==> src/design/qse_pkg.sv <==
`timescale 1ns / 1ps
// ----------------------------------------------------------------------------
// qse_pkg
// Shared types and constants of the quicksort engine.
// ----------------------------------------------------------------------------
package qse_pkg;

  localparam int unsigned MaxItems = 64;
  localparam int unsigned IdxW     = 6;
  localparam int unsigned CntW     = 7;
  localparam int unsigned DataW    = 32;

  typedef logic [IdxW-1:0] idx_t;
  typedef logic [CntW-1:0] cnt_t;

  typedef enum logic [4:0] {
    ST_LOAD,
    ST_POP,
    ST_POP_WAIT,
    ST_PIV_RD,
    ST_PIV_WAIT,
    ST_I_RD,
    ST_I_WAIT,
    ST_J_RD,
    ST_J_WAIT,
    ST_SWAP_I,
    ST_SWAP_J,
    ST_FIN_RD,
    ST_FIN_WAIT,
    ST_FIN_WR0,
    ST_FIN_WRJ,
    ST_PUSH_HI,
    ST_OUT_RD,
    ST_OUT_WAIT,
    ST_OUT_HOLD
  } state_e;

  // Signed less-than on two's complement words.
  function automatic logic less_than(input logic [DataW-1:0] a, input logic [DataW-1:0] b);
    less_than = $signed(a) < $signed(b);
  endfunction

endpackage

==> src/design/quicksort_engine.sv <==
`timescale 1ns / 1ps
// ----------------------------------------------------------------------------
// quicksort_engine
// Collects signed words, sorts them in place by quicksort and streams them out.
// ----------------------------------------------------------------------------
// Elements are loaded one beat per cycle into a 64-entry element memory; up to
// 64 are kept, and any beyond that are dropped and reported through the
// overflowed flag of every result of that set. The beat marked last_item starts
// the sort; no input beat is taken from then until the last result beat is
// delivered. Sorting is an in-place quicksort with the first element of each
// range as pivot and a range stack held in a second memory. Both memories have
// one registered read port, so every element comparison needs a read state
// and a wait state and every swap takes two writes. Each element is then read
// out through the OUT_RD, OUT_WAIT and OUT_HOLD states, and OUT_HOLD holds on
// an output stall. The result beats carry the value, its rank, a flag on the
// final one and the overflow flag.
module quicksort_engine (
  input  logic        clk_i,
  input  logic        rst_ni,
  input  logic        valid_i,
  output logic        stall_o,
  input  logic [31:0] value_i,
  input  logic        last_item_i,
  output logic        valid_o,
  input  logic        stall_i,
  output logic [31:0] sorted_value_o,
  output logic [5:0]  position_o,
  output logic        last_result_o,
  output logic        overflowed_o
);

  // Element and range-stack memories, synchronous read.
  logic [31:0] elem_mem [qse_pkg::MaxItems];
  logic [11:0] stk_mem  [qse_pkg::MaxItems];

  qse_pkg::state_e state_q, state_d;
  qse_pkg::cnt_t   count_q, count_d;
  qse_pkg::cnt_t   sp_q, sp_d;
  logic            ovf_q, ovf_d;
  qse_pkg::idx_t   lo_q, lo_d, hi_q, hi_d;
  qse_pkg::cnt_t   i_q, i_d, j_q, j_d;
  logic [31:0]     piv_q, piv_d;
  logic [31:0]     vi_q, vi_d;
  qse_pkg::cnt_t   k_q, k_d;
  logic [31:0]     out_q, out_d;

  // Memory port controls.
  logic          e_we, e_re;
  qse_pkg::idx_t e_wa, e_ra;
  logic [31:0]   e_wd, e_rd_q;
  logic          s_we, s_re;
  qse_pkg::idx_t s_wa, s_ra;
  logic [11:0]   s_wd, s_rd_q;

  always_ff @(posedge clk_i) begin
    if (e_we) elem_mem[e_wa] <= e_wd;
    if (e_re) e_rd_q <= elem_mem[e_ra];
    if (s_we) stk_mem[s_wa] <= s_wd;
    if (s_re) s_rd_q <= stk_mem[s_ra];
  end

  always_ff @(posedge clk_i or negedge rst_ni) begin
    if (!rst_ni) begin
      state_q <= qse_pkg::ST_LOAD;
      count_q <= '0;
      sp_q    <= '0;
      ovf_q   <= 1'b0;
    end else begin
      state_q <= state_d;
      count_q <= count_d;
      sp_q    <= sp_d;
      ovf_q   <= ovf_d;
    end
  end

  always_ff @(posedge clk_i) begin
    lo_q  <= lo_d;
    hi_q  <= hi_d;
    i_q   <= i_d;
    j_q   <= j_d;
    piv_q <= piv_d;
    vi_q  <= vi_d;
    k_q   <= k_d;
    out_q <= out_d;
  end

  logic in_acc;
  assign stall_o = (state_q != qse_pkg::ST_LOAD);
  assign in_acc  = valid_i && !stall_o;

  always_comb begin
    state_d = state_q;
    count_d = count_q;
    sp_d    = sp_q;
    ovf_d   = ovf_q;
    lo_d    = lo_q;
    hi_d    = hi_q;
    i_d     = i_q;
    j_d     = j_q;
    piv_d   = piv_q;
    vi_d    = vi_q;
    k_d     = k_q;
    out_d   = out_q;
    e_we = 1'b0; e_wa = '0; e_wd = '0; e_re = 1'b0; e_ra = '0;
    s_we = 1'b0; s_wa = '0; s_wd = '0; s_re = 1'b0; s_ra = '0;
    valid_o = 1'b0;

    case (state_q)
      qse_pkg::ST_LOAD: begin
        if (in_acc) begin
          if (count_q < qse_pkg::CntW'(qse_pkg::MaxItems)) begin
            e_we    = 1'b1;
            e_wa    = count_q[qse_pkg::IdxW-1:0];
            e_wd    = value_i;
            count_d = count_q + 1'b1;
          end else begin
            ovf_d = 1'b1;
          end
          if (last_item_i) begin
            // Count after this beat decides whether there is work to do.
            sp_d = '0;
            k_d  = '0;
            if (count_d >= qse_pkg::CntW'(2)) begin
              s_we = 1'b1;
              s_wa = '0;
              s_wd = {6'(count_d - 1'b1), 6'd0};
              sp_d = qse_pkg::CntW'(1);
              state_d = qse_pkg::ST_POP;
            end else begin
              state_d = qse_pkg::ST_OUT_RD;
            end
          end
        end
      end

      qse_pkg::ST_POP: begin
        if (sp_q == '0) begin
          k_d = '0;
          state_d = qse_pkg::ST_OUT_RD;
        end else begin
          s_re = 1'b1;
          s_ra = 6'(sp_q - 1'b1);
          sp_d = sp_q - 1'b1;
          state_d = qse_pkg::ST_POP_WAIT;
        end
      end

      qse_pkg::ST_POP_WAIT: begin
        lo_d = s_rd_q[5:0];
        hi_d = s_rd_q[11:6];
        if (s_rd_q[11:6] <= s_rd_q[5:0]) state_d = qse_pkg::ST_POP;
        else state_d = qse_pkg::ST_PIV_RD;
      end

      qse_pkg::ST_PIV_RD: begin
        e_re = 1'b1;
        e_ra = lo_q;
        i_d  = {1'b0, lo_q};
        j_d  = {1'b0, hi_q} + 1'b1;
        state_d = qse_pkg::ST_PIV_WAIT;
      end

      qse_pkg::ST_PIV_WAIT: begin
        piv_d = e_rd_q;
        state_d = qse_pkg::ST_I_RD;
      end

      // Scan upward from the left.
      qse_pkg::ST_I_RD: begin
        i_d  = i_q + 1'b1;
        e_re = 1'b1;
        e_ra = 6'(i_q + 1'b1);
        state_d = qse_pkg::ST_I_WAIT;
      end

      qse_pkg::ST_I_WAIT: begin
        vi_d = e_rd_q;
        if (qse_pkg::less_than(e_rd_q, piv_q) && i_q[5:0] != hi_q) state_d = qse_pkg::ST_I_RD;
        else state_d = qse_pkg::ST_J_RD;
      end

      // Scan downward from the right.
      qse_pkg::ST_J_RD: begin
        j_d  = j_q - 1'b1;
        e_re = 1'b1;
        e_ra = 6'(j_q - 1'b1);
        state_d = qse_pkg::ST_J_WAIT;
      end

      qse_pkg::ST_J_WAIT: begin
        if (qse_pkg::less_than(piv_q, e_rd_q) && j_q[5:0] != lo_q) begin
          state_d = qse_pkg::ST_J_RD;
        end else if (i_q >= j_q) begin
          state_d = qse_pkg::ST_FIN_RD;
        end else begin
          // Element j goes to slot i now; element i to slot j next cycle.
          e_we = 1'b1;
          e_wa = i_q[5:0];
          e_wd = e_rd_q;
          state_d = qse_pkg::ST_SWAP_J;
        end
      end

      qse_pkg::ST_SWAP_J: begin
        e_we = 1'b1;
        e_wa = j_q[5:0];
        e_wd = vi_q;
        state_d = qse_pkg::ST_I_RD;
      end

      qse_pkg::ST_FIN_RD: begin
        e_re = 1'b1;
        e_ra = j_q[5:0];
        state_d = qse_pkg::ST_FIN_WAIT;
      end

      qse_pkg::ST_FIN_WAIT: begin
        // Pivot (still held) moves to j, element j to the range start.
        e_we = 1'b1;
        e_wa = lo_q;
        e_wd = e_rd_q;
        state_d = qse_pkg::ST_FIN_WRJ;
      end

      qse_pkg::ST_FIN_WRJ: begin
        e_we = 1'b1;
        e_wa = j_q[5:0];
        e_wd = piv_q;
        if (j_q > {1'b0, lo_q} + 1'b1 && sp_q < qse_pkg::CntW'(qse_pkg::MaxItems)) begin
          s_we = 1'b1;
          s_wa = sp_q[5:0];
          s_wd = {6'(j_q - 1'b1), lo_q};
          sp_d = sp_q + 1'b1;
        end
        state_d = qse_pkg::ST_PUSH_HI;
      end

      qse_pkg::ST_PUSH_HI: begin
        if ({1'b0, hi_q} > j_q + 1'b1 && sp_q < qse_pkg::CntW'(qse_pkg::MaxItems)) begin
          s_we = 1'b1;
          s_wa = sp_q[5:0];
          s_wd = {hi_q, 6'(j_q + 1'b1)};
          sp_d = sp_q + 1'b1;
        end
        state_d = qse_pkg::ST_POP;
      end

      qse_pkg::ST_OUT_RD: begin
        if (k_q >= count_q) begin
          count_d = '0;
          sp_d    = '0;
          ovf_d   = 1'b0;
          state_d = qse_pkg::ST_LOAD;
        end else begin
          e_re = 1'b1;
          e_ra = k_q[5:0];
          state_d = qse_pkg::ST_OUT_WAIT;
        end
      end

      qse_pkg::ST_OUT_WAIT: begin
        out_d = e_rd_q;
        state_d = qse_pkg::ST_OUT_HOLD;
      end

      qse_pkg::ST_OUT_HOLD: begin
        valid_o = 1'b1;
        if (!stall_i) begin
          k_d = k_q + 1'b1;
          state_d = qse_pkg::ST_OUT_RD;
        end
      end

      default: state_d = qse_pkg::ST_LOAD;
    endcase
  end

  assign sorted_value_o = out_q;
  assign position_o     = k_q[5:0];
  assign last_result_o  = (k_q + 1'b1 == count_q);
  assign overflowed_o   = ovf_q;

endmodule
==> config.mk <==
export PLATFORM = sky130hd
export DESIGN_NAME = quicksort_engine
export DESIGN_NICKNAME = d
export VERILOG_FILES = /design/src/design/qse_pkg.sv /design/src/design/quicksort_engine.sv
export SDC_FILE = /design/constraint.sdc
export NUM_CORES = 2
export LEC_CHECK = 0
export BUFFER_PORTS_ARGS = -buffer_cell sky130_fd_sc_hd__buf_4
export CORE_ASPECT_RATIO = 1.1
export CORE_MARGIN = 4
export CORE_UTILIZATION = 43
export DETAILED_ROUTE_END_ITERATION = 10
export PLACE_DENSITY = 0.64
export SYNTH_ARGS = -nofsm -noshare
export SYNTH_HDL_FRONTEND = slang
export SYNTH_SLANG_ARGS = --single-unit
==> constraint.sdc <==
create_clock -name clk_i -period 7.9 [get_ports clk_i]
set_input_delay 2.37 -clock clk_i [delete_from_list [all_inputs] [get_ports clk_i]]
set_output_delay 2.37 -clock clk_i [all_outputs]
set_load 0.02 [all_outputs]
## Word level (Yosys, flattened, before mapping)

Memory sizes are Yosys's and may differ from the RTL's. A register that Yosys moved wholly into a read port is not among the register bits.
Index checks and enable logic that the tools add are counted.

- Flip-flop bits (word level): 149
- Memories: 2
- Output and inout bits: 42
- Input port bits: 37
- Bits in latches: 0
- Bits in writable memories: 2,816
- Memory bits (read-only): 0
- Logic and storage cells: 163

Memory list:

| memory | words | bits a word | rd ports | clocked after Yosys merged registers in | wr ports | RTL line | RTL |
|---|---|---|---|---|---|---|---|
| elem_mem | 64 | 32 | 1 | 1 | 1 | quicksort_engine.sv:33 | `logic [31:0] elem_mem [qse_pkg::MaxItems];` |
| stk_mem | 64 | 12 | 1 | 1 | 1 | quicksort_engine.sv:34 | `logic [11:0] stk_mem [qse_pkg::MaxItems];` |

- Divide/modulo/power cells: 0
- Multiply operators: 0
- Bitwise logic cells: 0
- Shifts and indexed selects: 0
- Mux-type cells: 78
- Add/subtract/negate cells: 10
- Eq/ne operators: 28
- Magnitude comparators: 10
- Reduce and logical (&&, ||, !) cells: 23

Operator list:

| operator | count |
|---|---|
| 32-bit one-hot mux with 5 select lines | 1 |
| 32-bit 2-to-1 mux | 4 |
| 7-bit 2-to-1 mux | 14 |
| 5-bit one-hot mux with 16 select lines | 1 |
| 32-bit < comparator | 2 |
| 12-bit 2-to-1 mux | 5 |
| 6-bit 2-to-1 mux | 9 |
| 7-bit one-hot mux with 2 select lines | 3 |
| 12-bit one-hot mux with 3 select lines | 1 |
| 7-bit by 1-bit adder with 7-bit output (second input constant) | 5 |
| 7-bit one-hot mux with 5 select lines | 1 |
| 5-bit by 4-bit equality test with 1-bit output (second input constant) | 6 |
| 5-bit 2-to-1 mux | 6 |
| 6-bit one-hot mux with 5 select lines | 1 |
| 6-bit one-hot mux with 4 select lines | 1 |
| 1-bit 2-to-1 mux | 22 |
| 7-bit one-hot mux with 3 select lines | 1 |
| 5-bit by 3-bit equality test with 1-bit output (second input constant) | 4 |
| 2-bit != test (second input constant) | 9 |
| 5-bit equality test (second input constant) | 3 |
| 6-bit by 1-bit adder with 7-bit output (second input constant) | 2 |
| 7-bit greater-or-equal comparator | 2 |
| 7-bit < comparator (second input constant) | 2 |
| 7-bit by 1-bit subtractor with 7-bit output (second input constant) | 2 |
| other kinds (28) | 42 |

## Longest topological paths before layout

- Word-level depth: 12
- Mapped depth: 17
- Gate-level depth less buffers: 13

## Least setup slack after synthesis

Ideal clock, no wire load.

- Kind: input to register
- Start: input port valid_i
- End: memory elem_mem[47][0], enable pin
- Stages on the path: 9
- Path slack: 1,535 ps
- Buffers on the path: 2
- Arrival time: 5,903 ps
- Library setup time: 461 ps
- Required time: 7,439 ps
- Cells stage by stage: nand3_1 -> nor2_1 -> buf_2 -> nand2_1 -> nand2_1 -> o22ai_1 -> or3b_1 -> buf_2 -> nor3_1

- Word-level cells in the longest chain between the ends: 5
- Elaborated cells between the ends (all ways): 7
- Those cells by class: mux: 6; reduce/logical: 1

RTL lines:

| item | RTL line | RTL |
|---|---|---|
| start, declared | quicksort_engine.sv:20 | `input logic valid_i,` |
| 1-bit logical AND (*) | quicksort_engine.sv:89 | `assign in_acc = valid_i && !stall_o;` |
| 1-bit 2-to-1 mux | quicksort_engine.sv:110 | `if (in_acc) begin` |
| 1-bit one-hot mux with 3 select lines | quicksort_engine.sv:108 | `case (state_q)` |
| 1-bit 2-to-1 mux | quicksort_engine.sv:56 | `if (e_we) elem_mem[e_wa] <= e_wd;` |
| 1-bit 2-to-1 mux (not written as such) | quicksort_engine.sv:56 |  |
| end, declared | quicksort_engine.sv:33 |  |

Mark *: on every way between the ends. The rest lies on a longest branch, timed or not.

## Worst setup path after layout

- Start: register e_rd_q[31], read port of elem_mem
- End: memory elem_mem[9][24], enable pin

- Word-level cells in the longest chain between the ends: 6
- Elaborated cells between the ends (all ways): 8
- Those cells by class: order compare: 1; mux: 6; reduce/logical: 1

RTL lines:

| item | RTL line | RTL |
|---|---|---|
| start, declared | quicksort_engine.sv:50 | `logic [31:0] e_wd, e_rd_q;` |
| 32-bit < comparator (*) | qse_pkg.sv:40 | `less_than = $signed(a) < $signed(b);` |
| 1-bit logical AND (*) | quicksort_engine.sv:191 | `if (qse_pkg::less_than(piv_q, e_rd_q) && j_q[5:0] != lo_q) begin` |
| 1-bit 2-to-1 mux | quicksort_engine.sv:191 |  |
| 1-bit one-hot mux with 3 select lines | quicksort_engine.sv:108 |  |
| 1-bit 2-to-1 mux | quicksort_engine.sv:56 |  |
| 1-bit 2-to-1 mux (not written as such) | quicksort_engine.sv:56 |  |

Marked as above.

==> summary.txt <==
Setup path
  – Kind of critical path: reg2reg
  – WP data required: 8.35 ns
  – Origin of the critical flop-to-flop path: e_rd_q[31]
  – Critical Path Start: e_rd_q[31]
  – Worst Path Arrival: 6.70 ns
  – Crit path depth: 11
  – Worst path cell trace: inv_1 > ha_1 > and4_1 > nand4_1 > nor2_1 > o41ai_4 > a21oi_1 > and4bb_4 > a21boi_2 > nand3b_1 > nor2_4
  – Reg2reg path depth: 11
  – Worst Setup End Kind: flop
  – Crit path max-delay family: simple AND/OR/NAND/NOR gates
  – Worst stage delay on the critical path: about 1.1 ns
  – RR Endpoint: elem_mem[9][24]
  – R2R setup slack: roughly 1.7 ns
  – Crit path max fanout: 32
  – CP Launch Type: flop
  – Critical path's slowest cell: nor2_4
  – WP buf/inv: 1

Floorplan
  – Io pins: ~80
  – Die W: just over 500 um
  – Row cnt: around 200
  – Starting density of the core: 0.433
  – Core area: 281000 um^2
  – Die height: approximately 570 um
  – Die area: between 200000 and 300000 um^2

Final layout
  – Non-filler cells, final: around 12000
  – Final Core Density: 0.486
  – Fillers: 23500
  – Nets: 8610
  – Share of layout cells above drive strength 1: 0.107
  – Area growth from synthesis to layout: 12.4%
  – Finished Cell Area: roughly 140000 um^2

Synth
  – Most used DFF post-synth: edfxtp_1
  – Cell Area, Synth: 122000 um^2
  – Area share of the largest cell type after synthesis: 0.738
  – Ranking of synthesized cells by area: edfxtp_1 (74%), nand2_1 (5.3%), a32o_1 (2.1%)
  – Post-synth EDFFs: around 3000
  – Yosys top cell by area: edfxtp_1
  – Syn Inst Count: approximately 8500
  – Post-synth top cells: edfxtp_1 (2989), nand2_1 (1722), a21oi_1 (493)
  – Syn Area/Cell: 14.3 um^2
  – Most common cell in the netlist: edfxtp_1
  – Register area share after synthesis: 0.742
  – YS warnings: 0
  – Synthesized Nets: about 8600
  – Seq cells post-synth: 3009
  – Asr flop ratio synth: 0.00665
  – Count of different cell masters after synthesis: 87

STA
  – Worst Clk Skew: between 0.08 and 0.09 ns
  – Fin crit share: 0.790
  – Final Hold Vio Count: 0
  – Rel. slew slack: -0.00344
  – Max frequency: around 160 MHz
  – RSZ-0062 raised after global routing: no
  – Least-Margin Pin Slew: 1.49 ns
  – Max-slew violation count: 1
  – Min Tclk post-route: 6.24 ns
  – Final setup viols: 0
  – Final setup TNS: 0 ns

Clock network
  – Hold Buf Count CTS: 0
  – Root buf cell: clkbuf_16
  – Clk Latency, worst-skew pair: just under 0.9 ns
  – Max clock buf depth: 4
  – CTS H-tree depth: 5
  – CTS sink cnt: about 3000
  – Post-CTS Setup Repair Bufs: 0
  – CTS Buf Count: roughly 310
  – CTS tree: yes
  – Clock slew at reported path FFs: 0.06 ns
  – Post-CTS sizing: 0

Routing
  – Initial DRC Count: between 10000 and 15000
  – Antenna-violating nets left: 1
  – First-pass iteration count of the detailed router: 11
  – Via/cell ratio: 6.05
  – DRC errors left: 0
  – Vias: between 70000 and 80000
  – WL/cell: between 20 and 30 um
  – Routed wire length: ~350 mm

Place
  – DP Cell Count: 11900
  – Routability congestion estimate from global placement: ~0.96
  – Count of input and output buffers: between 70 and 80
  – Post-detail-place hpwl: ~210 mm
  – Post-DP Area: 127000 um^2

Run status
  – Status: finished with violations
  – Failing checks: antenna violations, max-capacitance violations, max-slew violations

Hold path
  – Hold path cells: 0
  – Hold path endpoint: hi_q[5]
  – Min-Delay Path Class: reg2reg
  – Hold_sp: s_rd_q[11]

Power and ir drop
  – Maximum vdd ir drop: between 0.2 and 0.25 mV
  – PwrDens: roughly 360 nW/um^2
  – LEAKAGE: about 0.046 uW
  – Overall Power: slightly below 50000 uW

Global routing
  – Vias in the first global route: around 70000
  – Initial antenna violation count: 19
  – Overflow after GRT: 0
  – All-Layer GR Usage: 0.231
  – Largest net degree at the start of global routing: ~170
  – First-pass GRT wire length: about 500 mm

Flow run
  – # Max-Cap Violations: 1
-- power by group --
part	internal [uW]	switching (uW)	leakage [uW]
Combinational	4180	11000	0.0129
Clock	8340	6040	0.00480
Sequential	19200	502	0.0283
Total	31700	17500	0.0460
-- metrics by stage --
step,setup slack [ns],hold slack (ns)
after global placement,1.50,0.442
final,1.66,0.463
after global routing,1.51,0.480
after detailed placement,1.31,0.453
after CTS,1.75,0.466
after floorplan,1.54,0.426
-- layer usage --
| layer | up-vias | track usage | part of all wire |
|---|---|---|---|
| met5 | - | 0 | 0.000095 |
| met4 | 6 | 0.120 | 0.059 |
| met3 | 665 | 0.0426 | 0.090 |
| met2 | 3685 | 0.356 | 0.46 |
| met1 | 38100 | 0.314 | 0.39 |
| li1 | 32800 | - | - |
-- cell families after synthesis --
logic type	count (synthesis)	share of synthesized area
fa+ha+maj	78	0.00803
buf+inv	701	0.0247
simple gates	2749	0.100
compound gates	1731	0.101
mux	198	0.0197
xor+xnor	58	0.00418
flops	3009	0.742
-- worst register-to-register path: cells and delay by family, from the launching register on --
kind,cells,cell delay [ns]
AND/OR/NAND/NOR,6,3.36
flip-flops,1,0.41
adder cells (fa/ha/maj),1,0.52
AO/OA/AOI/OAI,3,1.45
buffers and inverters,1,0.06
-- cells in the final DEF (no fill, tap or decap), types with 71 or more instances in the layout --
master     count
and3_1       103
clkbuf_16    312
a311oi_1      74
nand2_1     1687
nand4_1       83
edfxtp_1    2989
a32o_1       255
nand3_1      255
o211ai_1     196
ha_1          78
or3_1        200
inv_1         71
a21oi_1      493
buf_4        271
o21ai_0      102
nor2_1       118
o22ai_1      130
mux2i_1      165
a211oi_1     116
-- final cells by class --
type	count	area, um^2	share of cell area
flip-flops and latches	3009	90300	0.661
clock buffers	370	8040	0.0588
repair buffers	287	2350	0.0172
diodes	12	30.0	0.000220
well taps	3708	4640	0.0340
inverters	76	290	0.00213
multi-input cells	4814	29200	0.214
clock inverters	170	1790	0.0131
-- sequential cells by signal, summed over array words and instances, names as in the netlist --
signal,count
overflowed_o,1
hi_q,6
i_q,7
j_q,7
k_q,7
e_rd_q,32
elem_mem,2048
lo_q,6
piv_q,32
count_q,7
stk_mem,768
sp_q,7
vi_q,32
state_q,5
s_rd_q,12
sorted_value_o,32
-- worst max-delay path by stage --
stage | end | slack (ns)
6_report | elem_mem[9][24] | 1.66
5_1_grt | elem_mem[9][18] | 1.51
4_1_cts | elem_mem[10][23] | 1.75
3_5_place_dp | elem_mem[10][5] | 1.31
3_3_place_gp | elem_mem[9][15] | 1.50
2_1_floorplan | elem_mem[47][0] | 1.54
Note: power is estimated with default switching activity, not from simulation.
